--- config.mk ---
export PLATFORM = sky130hd
export DESIGN_NAME = goose_retransmit_scheduler_top
export DESIGN_NICKNAME = d
export VERILOG_FILES = /design/src/design/grs_pkg.sv /design/src/design/grs_cfg.sv /design/src/design/grs_core.sv /design/src/design/grs_fifo.sv /design/src/design/goose_retransmit_scheduler_top.sv
export VERILOG_INCLUDE_DIRS = /design/src /design/src/design
export SDC_FILE = /design/constraint.sdc
export NUM_CORES = 1
export LEC_CHECK = 0
export ABC_AREA = 1
export CAP_MARGIN = 20
export CELL_PAD_IN_SITES_DETAIL_PLACEMENT = 0
export CELL_PAD_IN_SITES_GLOBAL_PLACEMENT = 1
export CORE_MARGIN = 2
export CORE_UTILIZATION = 50
export CTS_CLUSTER_DIAMETER = 30
export CTS_CLUSTER_SIZE = 10
export DETAILED_ROUTE_END_ITERATION = 10
export DONT_BUFFER_PORTS = 1
export GPL_TIMING_DRIVEN = 1
export PLACE_DENSITY_LB_ADDON = 0.2
export SYNTH_ARGS = -nofsm -noshare
export SYNTH_HDL_FRONTEND = slang
export SYNTH_SLANG_ARGS = --single-unit
--- constraint.sdc ---
create_clock -name clk -period 11.35 [get_ports clk]
set_input_delay 0.5675 -clock clk [delete_from_list [all_inputs] [get_ports clk]]
set_output_delay 0.5675 -clock clk [all_outputs]
set_load 0.02 [all_outputs]
--- src/design/goose_retransmit_scheduler_top_defines.svh ---
// Assertion macros for the retransmit scheduler.
`ifndef GOOSE_RETRANSMIT_SCHEDULER_TOP_DEFINES_SVH
`define GOOSE_RETRANSMIT_SCHEDULER_TOP_DEFINES_SVH

// same-cycle implication
`define GRS_ASSERT_IMPLY(label, clk, rst_n, ante, cons, msg) \
	label: assert property (@(posedge clk) disable iff (!(rst_n)) (ante) |-> (cons)) \
		else $error(msg);

// next-cycle implication
`define GRS_ASSERT_NEXT(label, clk, rst_n, ante, cons, msg) \
	label: assert property (@(posedge clk) disable iff (!(rst_n)) (ante) |=> (cons)) \
		else $error(msg);

`endif

--- src/design/grs_pkg.sv ---
// Shared types and constants for the retransmit scheduler.
package grs_pkg;

	localparam int INTERVAL_BITS_DEF = 16;
	localparam int REG_W             = 16;
	localparam int TTL_W             = 17;
	localparam int CNT_W             = 32;
	localparam int TIME_W            = 64;
	localparam int CFG_IDX_W         = 2;

	localparam logic [CFG_IDX_W-1:0] CFG_FIRST_RETX = 2'd0;
	localparam logic [CFG_IDX_W-1:0] CFG_HEARTBEAT  = 2'd1;

	localparam logic CMD_TICK   = 1'b0;
	localparam logic CMD_SAMPLE = 1'b1;

	localparam logic [REG_W-1:0] FIRST_RETX_RST = 16'd4;
	localparam logic [REG_W-1:0] HEARTBEAT_RST  = 16'd1000;

	typedef struct packed {
		logic [REG_W-1:0] first_retx;
		logic [REG_W-1:0] heartbeat;
	} cfg_t;

	typedef struct packed {
		logic [CNT_W-1:0]  state_number;
		logic [CNT_W-1:0]  sequence_number;
		logic [TTL_W-1:0]  time_to_live_ms;
		logic [TIME_W-1:0] change_time_ns;
		logic              frame_value;
	} result_t;

endpackage

--- src/design/grs_cfg.sv ---
// Configuration register file: first retransmit interval and heartbeat.
module grs_cfg
	import grs_pkg::*;
(
	input  logic                 clk,
	input  logic                 arst_n,
	input  logic                 cfg_valid,
	output logic                 cfg_ready,
	input  logic [CFG_IDX_W-1:0] cfg_index,
	input  logic [REG_W-1:0]     cfg_data,
	output cfg_t                 cfg
);

	cfg_t cfg_q;

	assign cfg_ready = 1'b1;
	assign cfg       = cfg_q;

	always_ff @(posedge clk or negedge arst_n) begin
		if (!arst_n) begin
			cfg_q.first_retx <= FIRST_RETX_RST;
			cfg_q.heartbeat  <= HEARTBEAT_RST;
		end else if (cfg_valid && cfg_ready) begin
			case (cfg_index)
				CFG_FIRST_RETX: cfg_q.first_retx <= cfg_data;
				CFG_HEARTBEAT:  cfg_q.heartbeat  <= cfg_data;
				default: ;
			endcase
		end
	end

endmodule

--- src/design/grs_core.sv ---
// Input register, scheduler state and single-pass wake/emit logic.
module grs_core
	import grs_pkg::*;
#(
	parameter int INTERVAL_BITS = INTERVAL_BITS_DEF
) (
	input  logic              clk,
	input  logic              arst_n,
	input  logic              in_valid,
	output logic              in_ready,
	input  logic              cmd,
	input  logic              sample_value,
	input  logic [TIME_W-1:0] sample_time_ns,
	input  logic [TIME_W-1:0] now_ns,
	input  cfg_t              cfg,
	input  logic              full,
	output logic              push,
	output result_t           push_data
);

	localparam int IB = INTERVAL_BITS;
	localparam logic [32:0] IVL_MAX = (33'd1 << IB) - 33'd1;

	function automatic logic [IB-1:0] clamp_ivl(input logic [REG_W-1:0] v);
		logic [IB-1:0] r;
		if (33'(v) > IVL_MAX)
			r = IB'(IVL_MAX);
		else
			r = IB'(v);
		return r;
	endfunction

	// input stage
	logic              valid_s1;
	logic              cmd_s1;
	logic              value_s1;
	logic [TIME_W-1:0] stime_s1;
	logic [TIME_W-1:0] now_s1;

	// scheduler state
	logic              have_q;
	logic              cached_q;
	logic [CNT_W-1:0]  state_cnt_q;
	logic [CNT_W-1:0]  seq_cnt_q;
	logic [TIME_W-1:0] change_time_q;
	logic [IB-1:0]     ivl_q;
	logic [IB-1:0]     countdown_q;
	logic              pend_valid_q;
	logic              pend_value_q;
	logic [TIME_W-1:0] pend_time_q;

	logic          wake;
	logic          change;
	logic          emit;
	logic          advance;
	logic [IB-1:0] hb;
	logic [IB-1:0] first;
	logic [IB:0]   dbl;
	logic [IB-1:0] ramp;
	logic [IB-1:0] ivl_retx;
	logic [IB-1:0] ivl_emit;

	assign hb    = clamp_ivl(cfg.heartbeat);
	assign first = clamp_ivl(cfg.first_retx);

	assign wake   = valid_s1 && (cmd_s1 == CMD_TICK) && (countdown_q <= IB'(1));
	assign change = pend_valid_q && (!have_q || (pend_value_q != cached_q));
	assign emit   = wake && (change || have_q);

	assign advance  = valid_s1 && (!emit || !full);
	assign in_ready = !valid_s1 || advance;
	assign push     = advance && emit;

	// doubling ramp, capped at heartbeat; kept when already at or above it
	assign dbl      = {ivl_q, 1'b0};
	assign ramp     = (dbl > {1'b0, hb}) ? hb : dbl[IB-1:0];
	assign ivl_retx = (ivl_q < hb) ? ramp : ivl_q;
	assign ivl_emit = change ? first : ivl_q;

	always_comb begin
		push_data.state_number    = change ? (have_q ? state_cnt_q + CNT_W'(1) : CNT_W'(1))
		                                   : state_cnt_q;
		push_data.sequence_number = change ? '0 : seq_cnt_q + CNT_W'(1);
		push_data.time_to_live_ms = TTL_W'({ivl_emit, 1'b0});
		push_data.change_time_ns  = change ? ((pend_time_q != '0) ? pend_time_q : now_s1)
		                                   : change_time_q;
		push_data.frame_value     = change ? pend_value_q : cached_q;
	end

	always_ff @(posedge clk or negedge arst_n) begin
		if (!arst_n) begin
			valid_s1 <= 1'b0;
		end else if (in_ready) begin
			valid_s1 <= in_valid;
		end
	end

	always_ff @(posedge clk) begin
		if (in_valid && in_ready) begin
			cmd_s1   <= cmd;
			value_s1 <= sample_value;
			stime_s1 <= sample_time_ns;
			now_s1   <= now_ns;
		end
	end

	always_ff @(posedge clk or negedge arst_n) begin
		if (!arst_n) begin
			have_q        <= 1'b0;
			cached_q      <= 1'b0;
			state_cnt_q   <= '0;
			seq_cnt_q     <= '0;
			change_time_q <= '0;
			ivl_q         <= IB'(FIRST_RETX_RST);
			countdown_q   <= '0;
			pend_valid_q  <= 1'b0;
			pend_value_q  <= 1'b0;
			pend_time_q   <= '0;
		end else if (advance) begin
			if (cmd_s1 == CMD_SAMPLE) begin
				pend_valid_q <= 1'b1;
				pend_value_q <= value_s1;
				pend_time_q  <= stime_s1;
			end else if (!wake) begin
				countdown_q <= countdown_q - IB'(1);
			end else begin
				pend_valid_q <= 1'b0;
				if (change) begin
					have_q        <= 1'b1;
					cached_q      <= pend_value_q;
					state_cnt_q   <= push_data.state_number;
					seq_cnt_q     <= '0;
					change_time_q <= push_data.change_time_ns;
					ivl_q         <= first;
					countdown_q   <= first;
				end else if (have_q) begin
					seq_cnt_q   <= push_data.sequence_number;
					ivl_q       <= ivl_retx;
					countdown_q <= ivl_retx;
				end else begin
					countdown_q <= hb;
				end
			end
		end
	end

endmodule

--- src/design/grs_fifo.sv ---
// Two-entry result queue between the scheduler and the output channel.
module grs_fifo
	import grs_pkg::*;
(
	input  logic    clk,
	input  logic    arst_n,
	input  logic    push,
	input  result_t push_data,
	output logic    full,
	output logic    out_valid,
	input  logic    out_ready,
	output result_t out_data
);

	result_t    mem_q [2];
	logic       wr_ptr_q;
	logic       rd_ptr_q;
	logic [1:0] count_q;
	logic       pop;

	assign full      = (count_q == 2'd2);
	assign out_valid = (count_q != 2'd0);
	assign out_data  = mem_q[rd_ptr_q];
	assign pop       = out_valid && out_ready;

	always_ff @(posedge clk) begin
		if (push) begin
			mem_q[wr_ptr_q] <= push_data;
		end
	end

	always_ff @(posedge clk or negedge arst_n) begin
		if (!arst_n) begin
			wr_ptr_q <= 1'b0;
			rd_ptr_q <= 1'b0;
			count_q  <= 2'd0;
		end else begin
			if (push)
				wr_ptr_q <= ~wr_ptr_q;
			if (pop)
				rd_ptr_q <= ~rd_ptr_q;
			case ({push, pop})
				2'b10:   count_q <= count_q + 2'd1;
				2'b01:   count_q <= count_q - 2'd1;
				default: count_q <= count_q;
			endcase
		end
	end

endmodule

--- src/design/goose_retransmit_scheduler_top.sv ---
// Top level of the retransmission scheduler for boolean status frames.
//
//  channel  direction  handshake              beat
//  in       sink       in_valid / in_ready    cmd, sample_value, sample_time_ns, now_ns
//  cfg      sink       cfg_valid / cfg_ready  cfg_index, cfg_data
//  out      source     out_valid / out_ready  frame descriptor fields
//
// One beat per cycle while in_ready is high; a beat is registered in the input stage,
// then handled by the scheduler logic, and its frame sits in a two-entry queue.
// The rate is set by the state update, no loop is involved.
// Reset clears the scheduler state and loads the register defaults; cfg_ready is always high.
// When the queue is full and a wake would emit, the input register holds and in_ready drops.
`include "goose_retransmit_scheduler_top_defines.svh"

module goose_retransmit_scheduler_top
	import grs_pkg::*;
#(
	parameter int INTERVAL_BITS = INTERVAL_BITS_DEF
) (
	input  logic                 clk,
	input  logic                 arst_n,
	input  logic                 in_valid,
	output logic                 in_ready,
	input  logic                 cmd,
	input  logic                 sample_value,
	input  logic [TIME_W-1:0]    sample_time_ns,
	input  logic [TIME_W-1:0]    now_ns,
	input  logic                 cfg_valid,
	output logic                 cfg_ready,
	input  logic [CFG_IDX_W-1:0] cfg_index,
	input  logic [REG_W-1:0]     cfg_data,
	output logic                 out_valid,
	input  logic                 out_ready,
	output logic [CNT_W-1:0]     state_number,
	output logic [CNT_W-1:0]     sequence_number,
	output logic [TTL_W-1:0]     time_to_live_ms,
	output logic [TIME_W-1:0]    change_time_ns,
	output logic                 frame_value
);

	cfg_t    cfg;
	logic    full;
	logic    push;
	result_t push_data;
	result_t out_data;

	grs_cfg u_cfg (
		.clk       (clk),
		.arst_n    (arst_n),
		.cfg_valid (cfg_valid),
		.cfg_ready (cfg_ready),
		.cfg_index (cfg_index),
		.cfg_data  (cfg_data),
		.cfg       (cfg)
	);

	grs_core #(
		.INTERVAL_BITS (INTERVAL_BITS)
	) u_core (
		.clk            (clk),
		.arst_n         (arst_n),
		.in_valid       (in_valid),
		.in_ready       (in_ready),
		.cmd            (cmd),
		.sample_value   (sample_value),
		.sample_time_ns (sample_time_ns),
		.now_ns         (now_ns),
		.cfg            (cfg),
		.full           (full),
		.push           (push),
		.push_data      (push_data)
	);

	grs_fifo u_fifo (
		.clk       (clk),
		.arst_n    (arst_n),
		.push      (push),
		.push_data (push_data),
		.full      (full),
		.out_valid (out_valid),
		.out_ready (out_ready),
		.out_data  (out_data)
	);

	assign state_number    = out_data.state_number;
	assign sequence_number = out_data.sequence_number;
	assign time_to_live_ms = out_data.time_to_live_ms;
	assign change_time_ns  = out_data.change_time_ns;
	assign frame_value     = out_data.frame_value;

	`GRS_ASSERT_IMPLY(a_no_overflow, clk, arst_n, push, !full, "frame pushed into full queue")
	`GRS_ASSERT_IMPLY(a_ttl_even, clk, arst_n, out_valid, !time_to_live_ms[0], "odd time to live")
	`GRS_ASSERT_NEXT(a_push_shows, clk, arst_n, push, out_valid, "pushed frame not visible")

endmodule

======== Word-level counts from Yosys, hierarchy flattened ========
Memories as Yosys holds them, arrays and structs flattened.
Cells that the tools add are included.
word-level totals
  bits in registers ....................... 395
  memory bits (writable) .................. 290
  logic and storage cells ................. 88
  memories ................................ 1
memory list
  name          words  bits a word  rd ports  clocked after Yosys merged registers in  write ports  RTL line        RTL
  u_fifo.mem_q  2      145          1         0                                        1            grs_fifo.sv:15  result_t mem_q [2];
operators by class
  add/subtract/negate cells ............... 5
  $lt $le $gt $ge ......................... 3
  equality and inequality tests ........... 5
  mux-type cells .......................... 21
  bitwise operators ....................... 3
  reduce and logical (&&, ||, !) cells .... 30
operators with widths
  kind                     count
  $mux W32                 5
  $mux W16                 8
  $mux W64                 2
  $add A32 B1 Y32 const B  2
  $reduce_bool A64 Y1      1
  $gt A17 B16 Y1           1
  $le A16 B1 Y1 const B    1
  $lt A16 B16 Y1           1
  $sub A16 B1 Y16 const B  1
  $reduce_and A2 Y1        5
  $logic_and A1 B1 Y1      8
  $reduce_and A4 Y1        2
  $reduce_bool A2 Y1       4
  $mux W1                  5
  $eq A2 B1 Y1 const B     2
  $eq A2 B2 Y1 const B     2
  $logic_not A1 Y1         4
  $logic_or A1 B1 Y1       4
  $pmux W2 S2              1
  $not A1 Y1               3
  $reduce_and A3 Y1        1
  $add A2 B1 Y2 const B    1
  $logic_not A2 Y1         1
  $sub A2 B1 Y2 const B    1
  $ne A1 B1 Y1             1

======== Depth between registers and ports, before layout ========
Gate-level depths: netlist of the first run.
  word-level depth ........................ 11
  gate-level depth with buffers ........... 19

======== Hierarchy ========
A second synthesis of the first run with hierarchy kept.
unflattened totals
  cell total of the unflattened synthesis .. 3092
  area, all modules ....................... 30453.0 sq um
modules (own cells, without submodules)
  module    instances  cells each  area an instance (sq um)  sequential area each (sq um)
  grs_core  1          2157        18282.5                   9635.5
  grs_fifo  1          791         10801.6                   8868.5
  grs_cfg   1          144         1368.8                    809.5

======== Worst setup path after synthesis of the first run ========
No wires, ideal clock.
  kind .................................... flip-flop to flip-flop
  from .................................... reg u_core.countdown_q[0]
  to ...................................... mem u_fifo.mem_q[0][0] (netlist bit), enable pin
  setup time .............................. 0.654 ns
  arrival ................................. 7.819 ns
  setup slack ............................. 2.877 ns
  stages on the path, launching flop included .. 14
  path buffers ............................ 2
  period minus slack after synthesis ...... 8.473 ns
  cells stage by stage .................... dfrtp_1 inv_1 ha_1 o21ai_1 nor2_2 nand3_4 inv_2 nand2_2 nand2_2 nor2_4 nand2_4 buf_6 buf_6 nor2_1
between the ends
  word-level cells in the longest chain between the ends .. 9
RTL lines
  what                               RTL line         RTL
  start: declaration                 grs_core.sv:47   logic [IB-1:0] countdown_q;
  start signal: assignment           grs_core.sv:125  countdown_q <= countdown_q - IB'(1);
  start signal: assignment           grs_core.sv:135  countdown_q <= first;
  start signal: assignment           grs_core.sv:139  countdown_q <= ivl_retx;
  $le A16 B1 Y1 (*)                  grs_core.sv:66   assign wake = valid_s1 && (cmd_s1 == CMD_TICK) && (countdown_q <= IB'(1));
  $logic_and A1 B1 Y1 (*)            grs_core.sv:66
  $logic_and A1 B1 Y1 (*)            grs_core.sv:68   assign emit = wake && (change || have_q);
  $logic_not A1 Y1                   grs_core.sv:70   assign advance = valid_s1 && (!emit || !full);
  $logic_or A1 B1 Y1                 grs_core.sv:70
  $logic_and A1 B1 Y1                grs_core.sv:70
  $logic_and A1 B1 Y1 (*)            grs_core.sv:72   assign push = advance && emit;
  $mux W1 (*)                        grs_fifo.sv:27   if (push) begin
  $mux W1 (not written as such) (*)  grs_fifo.sv:28   mem_q[wr_ptr_q] <= push_data;
  end: declaration                   grs_fifo.sv:15
Every way passes the cells marked *; elsewhere a longest branch is shown, timed or not.

======== Final worst setup path of the first run ========
  from .................................... reg u_core.countdown_q[0]
  to ...................................... mem u_fifo.mem_q[0][128] (netlist bit), enable pin
The elaborated chain is that of the path after synthesis.

==> results of run 1 <==
==> sequential cells by signal, summed over array words and instances, names as in the netlist, 32 cells and up <==
signal                flops
u_fifo.mem_q            290
u_core.seq_cnt_q         32
u_cfg.cfg                32
u_core.change_time_q     64
u_core.now_s1            64
u_core.stime_s1          64
u_core.state_cnt_q       32
u_core.pend_time_q       64
==> Yosys cell counts (all sizes together) <==
| cell | count | share of area |
|---|---|---|
| a21boi | 1 | 0.00025 |
| a21o | 1 | 0.00025 |
| a21oi | 46 | 0.0077 |
| a22oi | 16 | 0.0040 |
| a31oi | 4 | 0.00083 |
| and3 | 1 | 0.00021 |
| buf | 51 | 0.012 |
| clkbuf | 73 | 0.0091 |
| clkinv | 4 | 0.00054 |
| conb | 2 | 0.00025 |
| dfrtp | 257 | 0.21 |
| dfstp | 8 | 0.0070 |
| edfxtp | 420 | 0.42 |
| ha | 35 | 0.014 |
| inv | 273 | 0.034 |
| mux2 | 61 | 0.023 |
| nand2 | 1120 | 0.14 |
| nand3 | 96 | 0.016 |
| nand3b | 2 | 0.00050 |
| nand4 | 28 | 0.0058 |
| nor2 | 209 | 0.027 |
| nor3 | 37 | 0.0066 |
| nor3b | 2 | 0.00066 |
| nor4 | 31 | 0.0069 |
| o21a | 1 | 0.00025 |
| o21ai | 267 | 0.044 |
| o21bai | 2 | 0.00050 |
| o31ai | 2 | 0.00050 |
| or2 | 8 | 0.0017 |
| xnor2 | 4 | 0.0012 |
| xor2 | 21 | 0.0061 |
==> power groups by stage <==
stage / Clock, mW / Combinational (mW) / Sequential (mW)
2_1_floorplan: 0 / 1.32 / 3.08
3_3_place_gp: 0 / 1.69 / 3.13
3_5_place_dp: 0 / 1.72 / 3.15
4_1_cts: 4.33 / 1.79 / 3.10
5_1_grt: 4.47 / 1.99 / 3.14
6_report: 4.28 / 1.77 / 3.11
==> per-stage QoR <==
step | setup WS, ns | utilization | instances
after global placement | 6.723 | 0.5119 | 3760
after floorplan | 2.877 | - | 3083
after CTS | 6.610 | 0.6186 | 4164
after detailed placement | 6.617 | 0.5119 | 3760
final | 6.888 | 0.6208 | 4174
after global routing | 6.524 | 0.6208 | 4174
==> repair_timing <==
action | CTS | global route
setup buffers | 0 | 0
endpoints found under the hold margin | 402 | 104
hold buffers | 137 | 1
gates resized for setup | 0 | 0
==> worst reg2reg max path: cells and delay by family (launching register included) <==
kind | cells | cell delay, ns
buffers and inverters | 6 | 2.24
and+or+nand+nor | 7 | 1.09
DFF | 1 | 0.38
adders and majority gates | 1 | 0.24
AOI/OAI and AO/OA | 1 | 0.17
==> metal layers <==
metal  vias to the layer above  track usage  share of wire
li1                      10570            -              -
met1                     10620       0.3137           0.41
met3                       128      0.07290          0.066
met2                       614       0.4216           0.49
met4                         0      0.09581          0.027
met5                         -            0              0
==> cells in the final DEF (no fill, tap or decap), types with 4 or more instances in the layout <==
| cell type | netlist | final |
|---|---|---|
| sky130_fd_sc_hd__a21oi_1 | 45 | 45 |
| sky130_fd_sc_hd__a22oi_1 | 16 | 16 |
| sky130_fd_sc_hd__a31oi_1 | 4 | 4 |
| sky130_fd_sc_hd__buf_16 | 0 | 4 |
| sky130_fd_sc_hd__buf_4 | 9 | 19 |
| sky130_fd_sc_hd__bufinv_16 | 0 | 20 |
| sky130_fd_sc_hd__clkbuf_1 | 72 | 19 |
| sky130_fd_sc_hd__clkbuf_16 | 0 | 147 |
| sky130_fd_sc_hd__clkbuf_8 | 0 | 7 |
| sky130_fd_sc_hd__clkinv_1 | 3 | 9 |
| sky130_fd_sc_hd__clkinv_2 | 1 | 19 |
| sky130_fd_sc_hd__clkinv_4 | 0 | 10 |
| sky130_fd_sc_hd__clkinv_8 | 0 | 4 |
| sky130_fd_sc_hd__clkinvlp_4 | 0 | 18 |
| sky130_fd_sc_hd__dfrtp_1 | 257 | 256 |
| sky130_fd_sc_hd__dfstp_2 | 8 | 8 |
| sky130_fd_sc_hd__diode_2 | 0 | 4 |
| sky130_fd_sc_hd__dlygate4sd3_1 | 0 | 137 |
| sky130_fd_sc_hd__edfxtp_1 | 420 | 420 |
| sky130_fd_sc_hd__ha_1 | 35 | 35 |
| sky130_fd_sc_hd__inv_1 | 270 | 269 |
| sky130_fd_sc_hd__inv_6 | 0 | 15 |
| sky130_fd_sc_hd__mux2_2 | 61 | 61 |
| sky130_fd_sc_hd__nand2_1 | 1114 | 1112 |
| sky130_fd_sc_hd__nand2_2 | 5 | 5 |
| sky130_fd_sc_hd__nand3_1 | 95 | 95 |
| sky130_fd_sc_hd__nand4_1 | 28 | 28 |
| sky130_fd_sc_hd__nor2_1 | 201 | 198 |
| sky130_fd_sc_hd__nor2_2 | 7 | 7 |
| sky130_fd_sc_hd__nor2_4 | 1 | 4 |
| sky130_fd_sc_hd__nor3_1 | 34 | 34 |
| sky130_fd_sc_hd__nor4_1 | 30 | 30 |
| sky130_fd_sc_hd__o21ai_0 | 157 | 157 |
| sky130_fd_sc_hd__o21ai_1 | 110 | 110 |
| sky130_fd_sc_hd__or2_2 | 7 | 7 |
| sky130_fd_sc_hd__xnor2_1 | 4 | 4 |
| sky130_fd_sc_hd__xor2_1 | 21 | 21 |
==> final cells by class <==
type	instances	share of cell area
sequential	685	0.5159
multi-input combinational	1997	0.2507
clock buffer	173	0.1030
timing repair buffer	162	0.04434
clock inverter	94	0.03154
inverter	277	0.02805
tap	782	0.02621
antenna	4	0.0002681
==> cell families after synthesis <==
logic type      Yosys count  share of synthesized area
xor+xnor                 25                   0.007240
simple gates           1534                     0.2051
fa+ha+maj                35                    0.01448
buf+inv                 401                    0.05515
other cells               2                  0.0002483
mux                      61                    0.02271
compound gates          340                    0.05846
flops                   685                     0.6366
==> worst paths after layout <==
| path | startpoint | end | cells after the start |
|---|---|---|---|
| setup / recovery | u_core.countdown_q[0]$_DFFE_PN0P_ | u_fifo.mem_q[0][128]$_DFFE_PP_ | 15 |
| hold / removal | cfg_data[11] | u_cfg.cfg[11]$_DFFE_PN0P_ | 2 |
| setup reg to reg | u_core.countdown_q[0]$_DFFE_PN0P_ | u_fifo.mem_q[0][128]$_DFFE_PP_ | 15 |
| hold reg to reg | u_core.stime_s1[11]$_DFFE_PP_ | u_core.pend_time_q[11]$_DFFE_PN0P_ | 1 |
| max in group asynchronous | arst_n | u_core.pend_time_q[32]$_DFFE_PN0P_ | 3 |
| min in group asynchronous | arst_n | u_fifo.rd_ptr_q$_DFFE_PN0P_ | 2 |
==> impl_metrics.ini, run 1 <==
[yosys]
yosysWarningCount = 0
mappedNetlistArea_um2 = 30240
syn_inst = 3083
synth_seq_area_share = 0.6366
post_synth.cell_area_avg_um2 = 9.810
yosys.cell_types.count = 48
synth.net_count = 3271
synth-seq-cells = 685

[critical_path]
path_common_cell = sky130_fd_sc_hd__buf_4
element_type_at_the_critical_path_start = register
timing.reg2reg.setup_slack_ns = 6.89
path_delay_family = buffers and inverters
worst-path-buf-inv = 6
cp_data_required_time_ns = 11.72
worst-endpoint-arrival_ns = 4.84
critical-path-max-stage-delay_ns = 0.72
path_class = register to register
critical_path_peak_fanout = 88
timing.critical_path.slowest_stage_cell = sky130_fd_sc_hd__buf_4
crit_path_cell_trace = inv_1 -> ha_1 -> o21ai_1 -> nor2_2 -> nand3_4 -> inv_2 -> nand2_2 -> nand2_2 -> nor2_4 -> nand2_4 -> buf_4 -> nor2_4 -> buf_4 -> buf_4 -> buf_12
critical_path.endpoint_type = register

[timing]
setup_tns_ns = 0
maxSlewViolCount = 0
grt_setup_unrepaired = false
timing_hold_violations_final = 0
post-route-period-util = 0.3931
final.setup_skew_ns = 0.04509
hold_slack_ns = 0.04736
timing.final.setup_violations = 0
worstMarginPinSlew_ns = 1.057
final_period_minus_worst_setup_slack_ns = 4.462
timing.fmax_ghz = 0.2241
max-slew-margin-rel = 0.2956

[pwr]
share_clk_of_total_power = 0.467
net_sw_frac = 0.3178
peakVddDrop_mv = 0.1880
sequential_cell_fraction_of_total_power = 0.339
internal_power_mw = 6.249
comb_power_share = 0.193
power.density_nw_per_um2 = 245.4
power.static_leakage_nw = 16.16
power_switching_mw = 2.911
p_total_mw = 9.160

[grt]
grt_overflow = 0
grt_use_total = 0.2531
grt_max_degree = 266
grt_pass1_vias = 22240
global_route_wire_length_before_repair_um = 122800
antenna_found_initial = 4

[finish]
area_delta_synth_final_pct = 23.44
nNetsFinal = 3455
layout-drive-gt1-share = 0.1107
area_used_by_multi_input_combinational_logic_um2 = 9359
n_fill_cell = 4818
sequential_cell_area_um2 = 19260
post-route-cell-area_um2 = 37330

[place]
port_buf_inserts = 0
detailed_place_hpwl_um = 48270
dpl_cell_area_um2 = 30780
place.gp.congestion = 0.8835

[run]
max-cap-violations = 0

[route]
route.detailed.vias_per_inst = 5.255
dr_total_vias = 21930
routed_wirelength_um = 78040
drcViolationCount = 0
drt_first_iter_violations = 1562
final_antenna_net_count = 0
drt-wirelength-per-cell_um = 18.70
iteration_count_of_the_initial_detailed_routing_pass = 6

[clocking]
cts-htree-levels = 4
cts-buffers-inserted = 144
clock_latency_reported_for_the_late_side_of_the_worst_skew_pair_ns = 0.73
clkSlewWorstSetupHoldPaths_ns = 0.05
cts_buffer_depth = 3
tritoncts = yes
clock_tree.root_cell = sky130_fd_sc_hd__clkbuf_16
cts.sink_count = 685

[floorplanning]
fp.dieW_um = 249.9
initial_utilization = 0.5029
core-area_um2 = 60130
die-height_um = 249.9
ios = 302
dieArea_um2 = 62470
row_count = 90

[run_status]
outcome = finished clean

[hold_path]
hold_path.class = input port to register
No activity file was read; power rests on OpenSTA's default activity.
==> run 2, diff against run 1 <==
- clock period: 11.35 -> 4.27 ns (I/O delays scaled with it)
==> run 2 against run 1 <==
  * The flow now finishes with violations (hold timing)
  * Largest cell class unchanged
  * Clock power rose to 2.5 times the previous value
  * Wire length fell by 0.78%
  * Power rose to 2.6 times the previous value
  * Maximum frequency rose by 32%
  * Global-route usage fell by 0.18 points
  * Sequential share of layout area rose by 0.14 points
  * Critical path type unchanged
==> impl_metrics.ini, run 2 (synthesized netlist as in run 1, its figures left out) <==
[grt]
grt_pass1_vias = 22130
grt_overflow = 0
antenna_found_initial = 6
grt_use_total = 0.2513
grt_max_degree = 266
global_route_wire_length_before_repair_um = 121800

[pwr]
power.static_leakage_nw = 16.10
share_clk_of_total_power = 0.456
power_switching_mw = 7.526
net_sw_frac = 0.3169
comb_power_share = 0.199
peakVddDrop_mv = 0.4408
p_total_mw = 23.75
internal_power_mw = 16.22
sequential_cell_fraction_of_total_power = 0.346
power.density_nw_per_um2 = 637.8

[finish]
largest-register = u_fifo.mem_q
postLayoutCoreUtil = 0.6192
nNetsFinal = 3464
area_used_by_multi_input_combinational_logic_um2 = 9370
highest_count_cells_in_the_layout_ignoring_fill_and_taps = sky130_fd_sc_hd__nand2_1 (1112), sky130_fd_sc_hd__edfxtp_1 (420), sky130_fd_sc_hd__inv_1 (269)
post-route-cell-area_um2 = 37230
layout_commonest_cell = sky130_fd_sc_hd__nand2_1
sequential_cell_area_um2 = 19260
n_fill_cell = 4833
layoutNonFillerInstCount = 4178
area_delta_synth_final_pct = 23.11
largest_register_ff_count = 290
layout-drive-gt1-share = 0.1079

[route]
drt_first_iter_violations = 1665
iteration_count_of_the_initial_detailed_routing_pass = 8
drcViolationCount = 0
final_antenna_net_count = 0
drt-wirelength-per-cell_um = 18.53
route.detailed.vias_per_inst = 5.205
routed_wirelength_um = 77430
dr_total_vias = 21750

[critical_path]
cp_data_required_time_ns = 4.81
element_type_at_the_critical_path_start = register
path_class = register to register
critical_path.endpoint_type = register
worst-path-buf-inv = 2
timing.critical_path.slowest_stage_cell = sky130_fd_sc_hd__nor4_1
path_delay_family = simple AND/OR/NAND/NOR gates
critical-path-max-stage-delay_ns = 0.71
worst-endpoint-arrival_ns = 3.92
crit_path_cell_trace = nor4_1 -> nand4_1 -> nor2_1 -> nand2_2 -> buf_4 -> buf_4 -> nor2_1 -> o21ai_0 -> nand2_1
critical_path_peak_fanout = 30

[timing]
timing_hold_violations_final = 265
hold_slack_ns = -0.7648
final.setup_skew_ns = 0.02648
max-slew-margin-rel = 0.3144
timing.fmax_ghz = 0.2957
grt_setup_unrepaired = false
timing.final.setup_violations = 0
worstMarginPinSlew_ns = 1.028
maxSlewViolCount = 0
post-route-period-util = 0.7920
setup_tns_ns = 0
final_period_minus_worst_setup_slack_ns = 3.382

[clocking]
clock_latency_reported_for_the_late_side_of_the_worst_skew_pair_ns = 0.70
cts-buffers-inserted = 136
cts.sink_count = 685
cts-htree-levels = 4
clkSlewWorstSetupHoldPaths_ns = 0.05
cts_buffer_depth = 3
ctsHoldBuffers = 152
clock_tree.root_cell = sky130_fd_sc_hd__clkbuf_16
post_cts.repair.setup_buffers = 0
tritoncts = yes

[floorplanning]
die-height_um = 249.9
fp.dieW_um = 249.9
dieArea_um2 = 62470
initial_utilization = 0.5029
ios = 302
row_count = 90
core-area_um2 = 60130

[run_status]
violations = hold timing
outcome = finished with violations

[place]
dpl_cell_area_um2 = 30910
detailed_place_hpwl_um = 47900
placed_cells = 3767
place.gp.congestion = 0.8825
port_buf_inserts = 0

[run]
max-cap-violations = 0

[hold_path]
hold_path.class = input port to async pin
## run 2: cell types whose count changed in the layout (fill, tap and decap cells not counted), moves of 4 or more
cell | previous run | this run
sky130_fd_sc_hd__buf_12 | 1 | 5
sky130_fd_sc_hd__buf_16 | 4 | 0
sky130_fd_sc_hd__clkbuf_16 | 147 | 139
sky130_fd_sc_hd__clkbuf_8 | 7 | 12
sky130_fd_sc_hd__clkinv_4 | 10 | 6
sky130_fd_sc_hd__dlygate4sd3_1 | 137 | 152
sky130_fd_sc_hd__inv_6 | 15 | 8
## run 2: final cells by class
cell class	instances	share of cell area
Sequential cell	685	0.5172
Multi-Input combinational cell	1997	0.2517
Clock buffer	173	0.1001
Timing Repair Buffer	179	0.04819
Clock inverter	81	0.02816
Inverter	277	0.02813
Tap cell	782	0.02628
Antenna cell	4	0.0002688
## run 2: timing repair
action | CTS | global route
gates resized for setup | 0 | 0
endpoints found under the hold margin | 431 | 265
setup endpoints to repair | 0 | 0
## run 2: path summary, 6_finish.rpt
kind | cells after the start | slack (ns) | endpoint | from
worst min-delay path | 0 | -0.76 | u_core.seq_cnt_q[25]$_DFFE_PN0P_ | arst_n
worst min register to register | 1 | 0.47 | u_core.pend_time_q[11]$_DFFE_PN0P_ | u_core.stime_s1[11]$_DFFE_PP_
min in group clk | 1 | 0.14 | u_core.now_s1[62]$_DFFE_PP_ | now_ns[62]
worst max-delay path | 9 | 0.89 | u_fifo.mem_q[0][60]$_DFFE_PP_ | u_core.pend_time_q[17]$_DFFE_PN0P_
worst max register to register | 9 | 0.89 | u_fifo.mem_q[0][60]$_DFFE_PP_ | u_core.pend_time_q[17]$_DFFE_PN0P_
max in group asynchronous | 0 | 4.56 | u_core.change_time_q[13]$_DFFE_PN0P_ | arst_n
## run 2: worst reg2reg max path, cell delays in order (launching register included)
cell	delay [ns]
sky130_fd_sc_hd__dfrtp_1	0.39
sky130_fd_sc_hd__nor4_1	0.71
sky130_fd_sc_hd__nand4_1	0.26
sky130_fd_sc_hd__nor2_1	0.38
sky130_fd_sc_hd__nand2_2	0.48
sky130_fd_sc_hd__buf_4	0.44
sky130_fd_sc_hd__buf_4	0.21
sky130_fd_sc_hd__nor2_1	0.09
sky130_fd_sc_hd__o21ai_0	0.13
sky130_fd_sc_hd__nand2_1	0.14
## run 2: per-layer routing
layer | vias to the layer above | GRT usage | share of wire
li1 | 10570 | - | -
met1 | 10360 | 0.3067 | 0.41
met2 | 671 | 0.4250 | 0.50
met3 | 137 | 0.06863 | 0.068
met4 | 2 | 0.09940 | 0.029
met5 | - | 0 | 0.00017
## run 2: power groups by stage
stage | sequential (mW) | clock (mW) | combinational [mW]
floorplan | 8.17 | 0 | 3.51
global placement | 8.28 | 0 | 4.52
detailed placement | 8.30 | 0 | 4.61
CTS | 8.20 | 10.9 | 4.75
global route | 8.28 | 11.3 | 5.26
finish | 8.21 | 10.8 | 4.71
## run 2: stage by stage
| stage | setup slack (ns) | hold WS, ns |
|---|---|---|
| after CTS | 0.9908 | -0.8037 |
| after global routing | 0.7759 | -0.7947 |
| final | 0.8882 | -0.7648 |
| after global placement | 1.082 | -0.05526 |
| after floorplan | 0.005123 | -0.08209 |
| after detailed placement | 1.035 | -0.05440 |
